### config.mk
export PLATFORM = sky130hd
export DESIGN_NAME = fit_policy_block_allocator
export DESIGN_NICKNAME = d
export VERILOG_FILES = /design/src/hdl/fpba_pkg.sv /design/src/hdl/fpba_ctrl.sv /design/src/hdl/fpba_dpath.sv /design/src/hdl/fit_policy_block_allocator.sv
export SDC_FILE = /design/constraint.sdc
export NUM_CORES = 1
export LEC_CHECK = 0
export BUFFER_PORTS_ARGS = -buffer_cell sky130_fd_sc_hd__buf_2
export CAP_MARGIN = 20
export CORE_MARGIN = 4
export CORE_UTILIZATION = 45
export CTS_CLUSTER_DIAMETER = 80
export CTS_CLUSTER_SIZE = 8
export DETAILED_ROUTE_END_ITERATION = 6
export GPL_TIMING_DRIVEN = 1
export PLACE_DENSITY = 0.63
export SLEW_MARGIN = 0
export SYNTH_ARGS = -nofsm -noshare
export SYNTH_HDL_FRONTEND = slang
export SYNTH_SLANG_ARGS = --single-unit
### constraint.sdc
create_clock -name i_clk -period 11.2 [get_ports i_clk]
set_input_delay 0.56 -clock i_clk [delete_from_list [all_inputs] [get_ports i_clk]]
set_output_delay 0.56 -clock i_clk [all_outputs]
set_load 0.05 [all_outputs]
### src/hdl/fpba_pkg.sv
// fpba_pkg: request and result payload types, command and status structs,
// and field, mode, policy and register codes for the fit-policy block allocator
// no dependencies
package fpba_pkg;

    localparam int FIELD_INDEX_W = 4;
    localparam int FIELD_SIZE_W  = 16;
    localparam int CFG_IDX_W     = 1;
    localparam int CFG_DATA_W    = 5;

    // input mode codes
    localparam logic MODE_LOAD    = 1'b0;
    localparam logic MODE_REQUEST = 1'b1;

    // placement policy codes (code three behaves as first fit)
    localparam logic [1:0] POL_FIRST = 2'd0;
    localparam logic [1:0] POL_BEST  = 2'd1;
    localparam logic [1:0] POL_WORST = 2'd2;

    // configuration register indexes
    localparam logic [CFG_IDX_W-1:0] CFG_FIT_POLICY  = 1'b0;
    localparam logic [CFG_IDX_W-1:0] CFG_BLOCK_COUNT = 1'b1;

    typedef struct packed {
        logic                     mode;
        logic [FIELD_INDEX_W-1:0] entry_index;
        logic [FIELD_SIZE_W-1:0]  size;
    } t_in_req;

    typedef struct packed {
        logic                     granted;
        logic [FIELD_INDEX_W-1:0] block_index;
        logic [FIELD_SIZE_W-1:0]  base_size;
        logic [FIELD_SIZE_W-1:0]  remaining_size;
    } t_out_res;

    // controller to datapath
    typedef struct packed {
        logic load;     // write a table entry from the input request
        logic capture;  // latch request size and search limit, clear search
        logic scan;     // walk the table, one entry read per cycle
        logic fetch;    // read original size of the pick, update its free size
        logic emit;     // load the output register
    } t_cmd;

    // datapath to controller
    typedef struct packed {
        logic scan_done;
        logic found;
        logic out_free;
    } t_status;

endpackage

### src/hdl/fpba_ctrl.sv
// fpba_ctrl: sequencing state machine of the allocator
// depends on fpba_pkg (t_cmd, t_status, mode codes)
module fpba_ctrl (
    input  logic             i_clk,
    input  logic             i_rst_n,
    input  logic             i_in_valid,
    input  logic             i_in_mode,
    output logic             o_in_stall,
    output fpba_pkg::t_cmd   o_cmd,
    input  fpba_pkg::t_status i_status
);

    typedef enum logic [3:0] {
        S_IDLE  = 4'b0001,
        S_SCAN  = 4'b0010,
        S_FETCH = 4'b0100,
        S_DONE  = 4'b1000
    } t_state;

    t_state r_state;
    t_state n_state;

    always_ff @(posedge i_clk) begin
        if (!i_rst_n) begin
            r_state <= S_IDLE;
        end else begin
            r_state <= n_state;
        end
    end

    always_comb begin
        n_state    = r_state;
        o_cmd      = '0;
        o_in_stall = 1'b1;
        case (r_state)
            S_IDLE: begin
                o_in_stall = 1'b0;
                if (i_in_valid) begin
                    if (i_in_mode == fpba_pkg::MODE_REQUEST) begin
                        o_cmd.capture = 1'b1;
                        n_state       = S_SCAN;
                    end else begin
                        o_cmd.load = 1'b1;
                    end
                end
            end
            S_SCAN: begin
                o_cmd.scan = 1'b1;
                if (i_status.scan_done) begin
                    n_state = i_status.found ? S_FETCH : S_DONE;
                end
            end
            S_FETCH: begin
                o_cmd.fetch = 1'b1;
                n_state     = S_DONE;
            end
            S_DONE: begin
                if (i_status.out_free) begin
                    o_cmd.emit = 1'b1;
                    n_state    = S_IDLE;
                end
            end
            default: begin
                n_state = S_IDLE;
            end
        endcase
    end

endmodule

### src/hdl/fpba_dpath.sv
// fpba_dpath: block table memories, scan counter, fit comparator,
// configuration registers and output register of the allocator
// depends on fpba_pkg (payload types, t_cmd, t_status, codes)
module fpba_dpath #(
    parameter int MAX_BLOCKS = 16,
    parameter int SIZE_BITS  = 16
) (
    input  logic                               i_clk,
    input  logic                               i_rst_n,
    input  logic                               i_cfg_we,
    input  logic [fpba_pkg::CFG_IDX_W-1:0]     i_cfg_index,
    input  logic [fpba_pkg::CFG_DATA_W-1:0]    i_cfg_wdata,
    input  fpba_pkg::t_in_req                  i_in_data,
    input  fpba_pkg::t_cmd                     i_cmd,
    output fpba_pkg::t_status                  o_status,
    output logic                               o_out_valid,
    input  logic                               i_out_stall,
    output fpba_pkg::t_out_res                 o_out_data
);

    localparam int AW  = (MAX_BLOCKS > 1) ? $clog2(MAX_BLOCKS) : 1;
    localparam int CW  = $clog2(MAX_BLOCKS + 1);
    localparam int IW  = (AW > fpba_pkg::FIELD_INDEX_W) ? AW : fpba_pkg::FIELD_INDEX_W;
    localparam int SW  = (SIZE_BITS > fpba_pkg::FIELD_SIZE_W) ? SIZE_BITS
                                                               : fpba_pkg::FIELD_SIZE_W;

    // configuration
    logic [1:0]                      r_fit_policy;
    logic [fpba_pkg::CFG_DATA_W-1:0] r_block_count;

    // block table
    logic [SIZE_BITS-1:0] r_avail_mem [MAX_BLOCKS];
    logic [SIZE_BITS-1:0] r_orig_mem  [MAX_BLOCKS];
    logic [SIZE_BITS-1:0] r_avail_q;
    logic [SIZE_BITS-1:0] r_orig_q;

    // search state
    logic [SIZE_BITS-1:0] r_sz;
    logic [CW-1:0]        r_limit;
    logic [CW-1:0]        r_rd_idx;
    logic                 r_cmp_valid;
    logic [AW-1:0]        r_cmp_idx;
    logic                 r_found;
    logic [AW-1:0]        r_pick;
    logic [SIZE_BITS-1:0] r_best;
    logic [SIZE_BITS-1:0] r_rem;

    // output register
    logic                 r_out_valid;
    fpba_pkg::t_out_res   r_out_data;

    logic [SW-1:0]        w_in_wide;
    logic [SIZE_BITS-1:0] w_in_size;
    logic [IW-1:0]        w_idx_wide;
    logic [AW-1:0]        w_ld_addr;
    logic                 w_ld_ok;
    logic [CW-1:0]        w_limit;
    logic                 w_issue;
    logic                 w_fits;
    logic                 w_take;
    logic [SIZE_BITS-1:0] w_new_rem;
    logic [SW-1:0]        w_orig_wide;
    logic [SW-1:0]        w_rem_wide;
    logic [IW-1:0]        w_pick_wide;
    logic                 w_out_free;

    // field width adaptation
    assign w_in_wide   = SW'(i_in_data.size);
    assign w_in_size   = w_in_wide[SIZE_BITS-1:0];
    assign w_idx_wide  = IW'(i_in_data.entry_index);
    assign w_ld_addr   = w_idx_wide[AW-1:0];
    assign w_ld_ok     = (32'(i_in_data.entry_index) < 32'(MAX_BLOCKS));
    assign w_limit     = (32'(r_block_count) > 32'(MAX_BLOCKS)) ? CW'(MAX_BLOCKS)
                                                                : CW'(r_block_count);
    assign w_orig_wide = SW'(r_orig_q);
    assign w_rem_wide  = SW'(r_rem);
    assign w_pick_wide = IW'(r_pick);

    assign w_issue   = i_cmd.scan && (r_rd_idx < r_limit);
    assign w_fits    = (r_sz <= r_avail_q);
    assign w_take    = r_cmp_valid && w_fits &&
                       (!r_found ||
                        ((r_fit_policy == fpba_pkg::POL_BEST)  && (r_avail_q < r_best)) ||
                        ((r_fit_policy == fpba_pkg::POL_WORST) && (r_avail_q > r_best)));
    assign w_new_rem = r_best - r_sz;
    assign w_out_free = !r_out_valid || !i_out_stall;

    assign o_status.scan_done = (r_rd_idx >= r_limit) && !r_cmp_valid;
    assign o_status.found     = r_found;
    assign o_status.out_free  = w_out_free;

    always_ff @(posedge i_clk) begin
        if (!i_rst_n) begin
            r_fit_policy  <= fpba_pkg::POL_FIRST;
            r_block_count <= '0;
        end else if (i_cfg_we) begin
            case (i_cfg_index)
                fpba_pkg::CFG_FIT_POLICY:  r_fit_policy  <= i_cfg_wdata[1:0];
                fpba_pkg::CFG_BLOCK_COUNT: r_block_count <= i_cfg_wdata;
                default: ;
            endcase
        end
    end

    // table memories, one write and one registered read each
    always_ff @(posedge i_clk) begin
        if (i_cmd.load && w_ld_ok) begin
            r_avail_mem[w_ld_addr] <= w_in_size;
        end else if (i_cmd.fetch) begin
            r_avail_mem[r_pick] <= w_new_rem;
        end
        if (w_issue) begin
            r_avail_q <= r_avail_mem[r_rd_idx[AW-1:0]];
        end
    end

    always_ff @(posedge i_clk) begin
        if (i_cmd.load && w_ld_ok) begin
            r_orig_mem[w_ld_addr] <= w_in_size;
        end
        if (i_cmd.fetch) begin
            r_orig_q <= r_orig_mem[r_pick];
        end
    end

    // scan control
    always_ff @(posedge i_clk) begin
        if (!i_rst_n) begin
            r_rd_idx    <= '0;
            r_limit     <= '0;
            r_cmp_valid <= 1'b0;
            r_found     <= 1'b0;
        end else begin
            r_cmp_valid <= w_issue;
            if (i_cmd.capture) begin
                r_rd_idx <= '0;
                r_limit  <= w_limit;
                r_found  <= 1'b0;
            end else begin
                if (w_issue) begin
                    r_rd_idx <= r_rd_idx + 1'b1;
                end
                if (w_take) begin
                    r_found <= 1'b1;
                end
            end
        end
    end

    // search payload
    always_ff @(posedge i_clk) begin
        if (i_cmd.capture) begin
            r_sz <= w_in_size;
        end
        if (w_issue) begin
            r_cmp_idx <= r_rd_idx[AW-1:0];
        end
        if (w_take) begin
            r_pick <= r_cmp_idx;
            r_best <= r_avail_q;
        end
        if (i_cmd.fetch) begin
            r_rem <= w_new_rem;
        end
    end

    // output register
    always_ff @(posedge i_clk) begin
        if (!i_rst_n) begin
            r_out_valid <= 1'b0;
        end else if (i_cmd.emit) begin
            r_out_valid <= 1'b1;
        end else if (!i_out_stall) begin
            r_out_valid <= 1'b0;
        end
    end

    always_ff @(posedge i_clk) begin
        if (i_cmd.emit) begin
            r_out_data.granted        <= r_found;
            r_out_data.block_index    <= r_found ? w_pick_wide[fpba_pkg::FIELD_INDEX_W-1:0]
                                                 : '0;
            r_out_data.base_size      <= r_found ? w_orig_wide[fpba_pkg::FIELD_SIZE_W-1:0]
                                                 : '0;
            r_out_data.remaining_size <= r_found ? w_rem_wide[fpba_pkg::FIELD_SIZE_W-1:0]
                                                 : '0;
        end
    end

    assign o_out_valid = r_out_valid;
    assign o_out_data  = r_out_data;

endmodule

### src/hdl/fit_policy_block_allocator.sv
// fit_policy_block_allocator: a load is written to the table without leaving idle; a request
// reads n = min(block_count, MAX_BLOCKS) entries, one per cycle on the single read port, then
// fetches the pick when one fits, and its result waits to enter the output register while a
// held result stalls it; the next request is taken in the cycle after that register loads
// reset (synchronous, active low) clears policy to first fit, count to zero and the sequencer
module fit_policy_block_allocator #(
    parameter int MAX_BLOCKS = 16,
    parameter int SIZE_BITS  = 16
) (
    input  logic                            i_clk,
    input  logic                            i_rst_n,
    // configuration write port
    input  logic                            i_cfg_we,
    input  logic [fpba_pkg::CFG_IDX_W-1:0]  i_cfg_index,
    input  logic [fpba_pkg::CFG_DATA_W-1:0] i_cfg_wdata,
    // request channel
    input  logic                            i_in_valid,
    output logic                            o_in_stall,
    input  fpba_pkg::t_in_req               i_in_data,
    // result channel
    output logic                            o_out_valid,
    input  logic                            i_out_stall,
    output fpba_pkg::t_out_res              o_out_data
);

    // command and status between sequencer and datapath
    fpba_pkg::t_cmd    w_cmd;
    fpba_pkg::t_status w_status;

    // sequencer: idle takes a request, loads finish at once,
    // allocation requests walk scan, fetch (only when one fits) and done
    fpba_ctrl u_ctrl (
        .i_clk      (i_clk),
        .i_rst_n    (i_rst_n),
        .i_in_valid (i_in_valid),
        .i_in_mode  (i_in_data.mode),
        .o_in_stall (o_in_stall),
        .o_cmd      (w_cmd),
        .i_status   (w_status)
    );

    // datapath: table memories, fit comparator with running pick,
    // free size update and output register; table contents stay undefined until loaded
    fpba_dpath #(
        .MAX_BLOCKS (MAX_BLOCKS),
        .SIZE_BITS  (SIZE_BITS)
    ) u_dpath (
        .i_clk       (i_clk),
        .i_rst_n     (i_rst_n),
        .i_cfg_we    (i_cfg_we),
        .i_cfg_index (i_cfg_index),
        .i_cfg_wdata (i_cfg_wdata),
        .i_in_data   (i_in_data),
        .i_cmd       (w_cmd),
        .o_status    (w_status),
        .o_out_valid (o_out_valid),
        .i_out_stall (i_out_stall),
        .o_out_data  (o_out_data)
    );

endmodule
==> impl_results.md, run 1 <==
- Crit-path max cell delay: 870 ps
- Fin crit share: 0.283
- Core Box Area: 57900 um^2
- H-tree levels: 3
- Clk_lat worst skew: 620 ps
- DIE AREA: 62600 um^2
- Xor and xnor fraction of the mapped netlist area: 0.00531
- Minimum clock period: 3160 ps
- CTS Buffer Depth: 3
- Worst Path Max Fanout: 16
- Final antenna-violating net count: 0
- Largest net degree at the start of global routing: 69
- Outcome: complete, no violations
- Largest family of logic cells by synthesized area: multiplexers
- DR WL/cell: 25.2 um
- CP max stage cell: nor2_2
- WL final: 56600 um
- Max-slew headroom: 0.287
- Number of enable flip-flop cells after synthesis: 637
- Worst setup SP type: flop
- Post-CTS Setup Inserts: 0
- Setup ws final: 8040 ps
- Synth unique cells: 57
- I/O Pins: 71
- Initial DRC Count: 1162
- DR vias/cell: 5.71
- Synthesized Nets: 1402
- Top delay family on crit path: simple AND/OR/NAND/NOR gates
- Vias in the first global route: 13000
- Die X-Extent: 250 um
- # hold bufs at CTS: 0
- Grt total ovfl: 0
- Clock Pin Slew Worst Setup and Hold Paths: 50 ps
- Placed insts: 2136
- Final setup viols: 0
- Sequential fraction of the synthesis area: 0.743
- GPL Wtd Cong: 0.803
- Netlist Area Pre-Place: 26400 um^2
- Port bufs: 70
- Clock skew: 23.8 ps
- Tightest Pin Transition: 1070 ps
- Setup TNS: 0 ps
- Final HPWL DP: 34300 um
- Commonest non-fill, non-tap cells in the layout: 637 x edfxtp_1, 160 x mux4_2, 94 x clkbuf_16
- Clk network pwr share: 0.457
- Power, Total: 5.35 mW
- Combinational share of power: 0.029
- Switching portion of total power: 0.202
- Max Slew Vio Count: 0
- Main synth FF type: edfxtp_1
- Worst path cell trace: nor4b_4 -> nand3b_1 -> or3_1 -> o21ai_0 -> nand2_1 -> nor2_2
- CTS root buf: clkbuf_16
- Initial antenna violation count: 6
- Share of power burned in registers: 0.514
- R2r setup slk: 8040 ps
- Num CTS Buffers: 92
- CTS tree: built
- F_max: 316 MHz
- WP buf/inv: 0
- Int Pwr: 4.27 mW
- Mux share of post-synthesis cell area: 0.142
- CP Class: flop to flop
- Syn Area/Cell: 20.1 um^2
- Total net switching power: 1.08 mW
- RSZ-0062 raised after global routing: no
- P&R area growth vs syn: 15.0%
- Layout cells sized above 1: 0.285
- Leakage power: 9.89 nW
- Async SR Flop Fraction: 0
- Total track usage: 0.181
- First-pass GRT wire length: 84600 um
- First-pass detailed-route iteration total: 7
- Max_cap viols: 0
- Sink count of the clock tree: 661
- Path type of the worst min-delay path: input port to flop
- Most common cell after layout, fill and taps aside: edfxtp_1
- Warnings, synthesis: 0
- Post-Layout Cell Count: 2247
- FF+latch count, synth: 661
- Initial core utilization: 0.456
- WP data required: 11430 ps
- Complex-gate fraction of the synthesized area: 0.0250
- Post-Synth Adder-Cell Area: 0.0259
- PD cells: 176 nW/um^2
- Fin nets: 1553
- # rows: 88
- Worst slack at placement: 8010 ps
- Vias post-DR: 12800
- Post-CTS sizing: 0
- Crit path DAT: 3390 ps
- Mapped Cells: 1316
- DRC: 0
- Simple-gate share of the synthesized area: 0.0399
- Final Hold Fails: 0
- Peak supply drop: 0.000118 V
- Crit. End Element: flop
- Die Ht: 250 um
worst register-to-register path, stage by stage (launching register included):
cell and delay, ps:
dfxtp_1 350, nor4b_4 450, nand3b_1 280, or3_1 490
o21ai_0 120, nand2_1 200, nor2_2 870
area by class of cell:
class	count	area, um^2
tap	765	957
clock inverter	6	104
inverter	64	240
clock buffer	102	2380
timing repair buffer	105	644
multi-input combinational	543	6400
antenna	1	2.50
sequential	661	19600
fill	4514	27600
stage by stage:
| step | hold WS (ps) | utilization | instance area, um^2 |
|---|---|---|---|
| finish | 211 | 0.524 | 30300 |
| global route | 188 | 0.524 | 30300 |
| CTS | 178 | 0.524 | 30300 |
| detailed placement | 414 | 0.481 | 27800 |
| global placement | 402 | 0.480 | 27800 |
| floorplan | 400 | - | 26400 |
cell usage after synthesis (3+ instances only):
cell	number	area (um^2)
a211oi_1	4	30.0
a21boi_0	13	97.6
a21o_1	9	67.6
a21oi_1	26	130
a221oi_1	4	35.0
a31oi_1	4	25.0
and2_1	37	231
and3_1	5	31.3
buf_1	8	30.0
buf_2	14	70.1
buf_6	7	78.8
clkbuf_1	18	67.6
dfxtp_1	24	480
edfxtp_1	637	19100
ha_1	53	663
inv_1	62	233
mux2_2	9	101
mux2i_1	5	50.1
mux4_2	160	3600
nand2_1	44	165
nand2b_1	4	25.0
nand3_1	18	90.1
nand3b_1	8	60.1
nand4_1	11	68.8
nor2_1	47	176
nor2b_1	9	56.3
nor3_1	6	30.0
o211ai_1	4	30.0
o21a_1	3	22.5
o21ai_0	14	70.1
o31a_1	3	26.3
xnor2_1	10	87.6
xor2_1	6	52.6
layer usage:
| metal | vias up | wire length (um) | GRT usage |
|---|---|---|---|
| met5 | - | 46 | 0 |
| met4 | 6 | 1270 | 0.0523 |
| met3 | 94 | 4120 | 0.0423 |
| met2 | 469 | 25900 | 0.268 |
| met1 | 6663 | 25300 | 0.270 |
| li1 | 5607 | - | - |
final timing paths:
check,from,to,cells after the start
max,u_ctrl.r_state[3]$_SDFFE_PN0P_,u_dpath.r_avail_mem[8][9]$_DFFE_PP_,6
max reg2reg,u_ctrl.r_state[3]$_SDFFE_PN0P_,u_dpath.r_avail_mem[8][9]$_DFFE_PP_,6
min,i_cfg_wdata[3],u_dpath.r_block_count[3]$_SDFFE_PN0P_,3
min reg2reg,u_dpath.r_cmp_idx[3]$_DFFE_PP_,u_dpath.r_pick[3]$_DFFE_PP_,0
power by group through the flow:
stage               sequential [mW]  clock [mW]  combinational [mW]
global route                   2.75        2.62               0.172
floorplan                      2.79           0              0.0866
global placement               2.79           0               0.152
CTS                            2.75        2.50               0.158
finish                         2.75        2.44               0.157
detailed placement             2.79           0               0.157
kinds of logic after synthesis:
logic type               count (synthesis)
flip-flops                             661
AND/OR/NAND/NOR                        201
multiplexers                           174
buffers and inverters                  112
AO/OA/AOI/OAI                           98
adder cells (fa/ha/maj)                 54
XOR/XNOR                                16
sequential cells by signal, indices dropped and copies added (netlist names), 16 cells and up:
register             count
u_dpath.r_rem           16
u_dpath.r_orig_q        16
u_dpath.r_avail_mem    256
u_dpath.r_avail_q       16
u_dpath.r_sz            16
u_dpath.r_best          16
u_dpath.o_out_data      37
u_dpath.r_orig_mem     256
No activity file was read; power rests on OpenSTA's default activity.
==> run 2: changes to the inputs <==
Settings changed: ABC_AREA set to 1, PLACE_DENSITY 0.63 to 0.65.
Clock period 11.2 ns to 2.8 ns, I/O delays scaled along.
==> impl_results.md, run 2 <==
- Die Ht: 254 um
- Crit path DAT: 2860 ps
- Num CTS Buffers: 93
- FF+latch count, synth: 661
- Most common cell after layout, fill and taps aside: edfxtp_1
- Number of enable flip-flop cells after synthesis: 637
- R2R cell count: 13
- Vias in the first global route: 17200
- Total track usage: 0.205
- Max_cap viols: 0
- Antenna fix cells: 0
- Initial antenna violation count: 0
- I/O Pins: 71
- CP max stage cell: fa_1
- PD cells: 687 nW/um^2
- DIE AREA: 64500 um^2
- Setup ws final: 190 ps
- Layout cells sized above 1: 0.120
- Fin crit share: 0.932
- Largest net degree at the start of global routing: 133
- Netlist Area Pre-Place: 27200 um^2
- Minimum clock period: 2610 ps
- Post-CTS sizing: 0
- WL final: 66200 um
- DR vias/cell: 5.58
- Multi-input gate area: 6580 um^2
- RSZ-0062 raised after global routing: no
- DR WL/cell: 21.1 um
- Sequential fraction of the synthesis area: 0.720
- Crit-path max cell delay: 420 ps
- Endpoint, Worst Hold: u_dpath.r_orig_mem[5][3]$_DFFE_PP_
- Commonest non-fill, non-tap cells in the layout: 637 x edfxtp_1, 355 x nor2_1, 249 x nand2_1
- Final setup viols: 0
- Die X-Extent: 254 um
- Layout fillers: 4840
- Cells on Worst Hold Path: 2
- Max-slew headroom: 0.534
- Sequential cell area: 19600 um^2
- Reg2reg start: u_dpath.r_best[0]$_DFFE_PP_
- F_max: 383 MHz
- # hold bufs at CTS: 32
- Initial core utilization: 0.458
- Synthesized Nets: 2232
- First-pass GRT wire length: 101000 um
- Synth top cells by count: 637 x edfxtp_1, 365 x nor2_1, 249 x nand2_1
- Leakage power: 11.7 nW
- Final Util: 0.534
- Fin nets: 2422
- Path type of the worst min-delay path: input port to flop
- Final antenna-violating net count: 0
- Crit. End Element: flop
- Port bufs: 70
- Mapped Cells: 2146
- CP dominant cell by count: nand2_1
- GPL Wtd Cong: 0.906
- Clock Pin Slew Worst Setup and Hold Paths: 50 ps
- Initial DRC Count: 1673
- Worst slack at placement: 224 ps
- Main synth FF type: edfxtp_1
- Tightest Pin Transition: 699 ps
- Grt total ovfl: 0
- Outcome: complete, no violations
- CTS root buf: clkbuf_16
- Warnings, synthesis: 0
- Syn Area/Cell: 12.7 um^2
- Area after DPL: 28900 um^2
- # rows: 89
- Worst Path Max Fanout: 16
- Sink count of the clock tree: 661
- Final HPWL DP: 40800 um
- Clock skew: 26.3 ps
- Core Box Area: 59500 um^2
- Max Slew Vio Count: 0
- WP data required: 3050 ps
- Post-CTS Setup Inserts: 0
- Peak supply drop: 0.000456 V
- Synth unique cells: 38
- Post-route cell area: 31800 um^2
- RR Endpoint: u_dpath.r_avail_mem[0][8]$_DFFE_PP_
- Hold path startpoint: i_in_data[3]
- R2r setup slk: 190 ps
- Post-Layout Cell Count: 3135
- Synth area leader: edfxtp_1
- Vias post-DR: 17500
- Placed insts: 2982
- Ranking of synthesized cells by area: edfxtp_1 70%, nor2_1 5.0%, nand2_1 3.4%
- CTS Buffer Depth: 3
- P&R area growth vs syn: 16.6%
- H-tree levels: 3
- Setup TNS: 0 ps
- Worst path cell trace: inv_1 -> ha_1 -> fa_1 -> inv_1 -> nand3_1 -> nand2_1 -> nand2_1 -> nand2_1 -> inv_1 -> o21ai_0 -> nand2_1 -> nand3_1 -> nand2_1
- Top-area cell type share of the netlist area: 0.702
- Final Hold Fails: 0
- Worst setup SP type: flop
- DRC: 0
- Async SR Flop Fraction: 0
- CP Class: flop to flop
- Most numerous cell in the Yosys netlist: edfxtp_1
- CTS tree: built
- First-pass detailed-route iteration total: 5
- Clk_lat worst skew: 640 ps
-- run 2: cell count changes after synthesis, moves of 31 or more --
cell	previous run	this run
nor2_1	47	365
o211ai_1	4	65
mux4_2	160	0
nand3_1	18	76
nand2_1	44	249
inv_1	62	149
clkbuf_1	18	49
mux2i_1	5	48
o221ai_1	0	32
o32ai_1	0	32
o21ai_0	14	185
-- run 2: logic make-up (layout without fill, tap and decap cells) --
kind of cell             Yosys count  after routing  share of synthesized area
AND/OR/NAND/NOR                  715            715                      0.105
flip-flops                       661            661                      0.720
AO/OA/AOI/OAI                    400            400                     0.0898
buffers and inverters            257            473                     0.0395
adder cells (fa/ha/maj)           54             54                     0.0251
multiplexers                      48             48                     0.0176
XOR/XNOR                          11             11                    0.00354
-- run 2: cell type report --
cell class                      instances  share of cell area
Multi-Input combinational cell       1228               0.207
Inverter                              156              0.0185
Sequential cell                       661               0.617
Clock inverter                          6             0.00177
Timing Repair Buffer                  196              0.0469
Clock buffer                          115              0.0779
Tap cell                              773              0.0304
-- run 2: worst max-delay path, delay by kind of cell, from the launching register on --
kind	cells	cell delay [ps]
compound gates	1	150
buf+inv	3	230
simple gates	7	860
fa+ha+maj	2	660
flops	1	350
-- run 2: worst max path at each step --
stage,start,to,slack (ps),depth (start not counted)
finish,u_dpath.r_best[0]$_DFFE_PP_,u_dpath.r_avail_mem[0][8]$_DFFE_PP_,190,13
global route,u_dpath.r_best[0]$_DFFE_PP_,u_dpath.r_avail_mem[0][8]$_DFFE_PP_,20,13
CTS,u_dpath.r_best[0]$_DFFE_PP_,u_dpath.r_avail_mem[0][8]$_DFFE_PP_,200,13
detailed placement,u_dpath.r_best[0]$_DFFE_PP_,u_dpath.r_avail_mem[4][8]$_DFFE_PP_,220,13
global placement,u_dpath.r_best[0]$_DFFE_PP_,u_dpath.r_avail_mem[0][8]$_DFFE_PP_,240,13
floorplan,u_ctrl.r_state[1]$_SDFFE_PN0P_,u_dpath.o_out_data[0]$_SDFFCE_PN0P_,130,5
-- run 2: stage by stage --
| stage | hold slack [ps] | power, mW |
|---|---|---|
| 2_1_floorplan | 239 | 11.7 |
| 3_3_place_gp | 393 | 12.0 |
| 3_5_place_dp | 402 | 12.0 |
| 4_1_cts | 28.0 | 22.0 |
| 5_1_grt | 37.9 | 22.5 |
| 6_report | 43.9 | 21.8 |
-- run 2: routing by layer --
metal / wire length (um) / GRT usage / vias to the layer above
met5: 0 / 0 / -
met4: 1400 / 0.0624 / 0
met3: 4090 / 0.0319 / 96
met2: 31800 / 0.337 / 670
met1: 28900 / 0.283 / 8633
li1: - / - / 8091
-- run 2: power by group --
| part | internal, mW | switching [mW] | leakage, nW |
|---|---|---|---|
| logic | 0.259 | 0.629 | 4.53 |
| clock network | 6.07 | 3.85 | 1.23 |
| registers | 11.0 | 0.0428 | 5.97 |
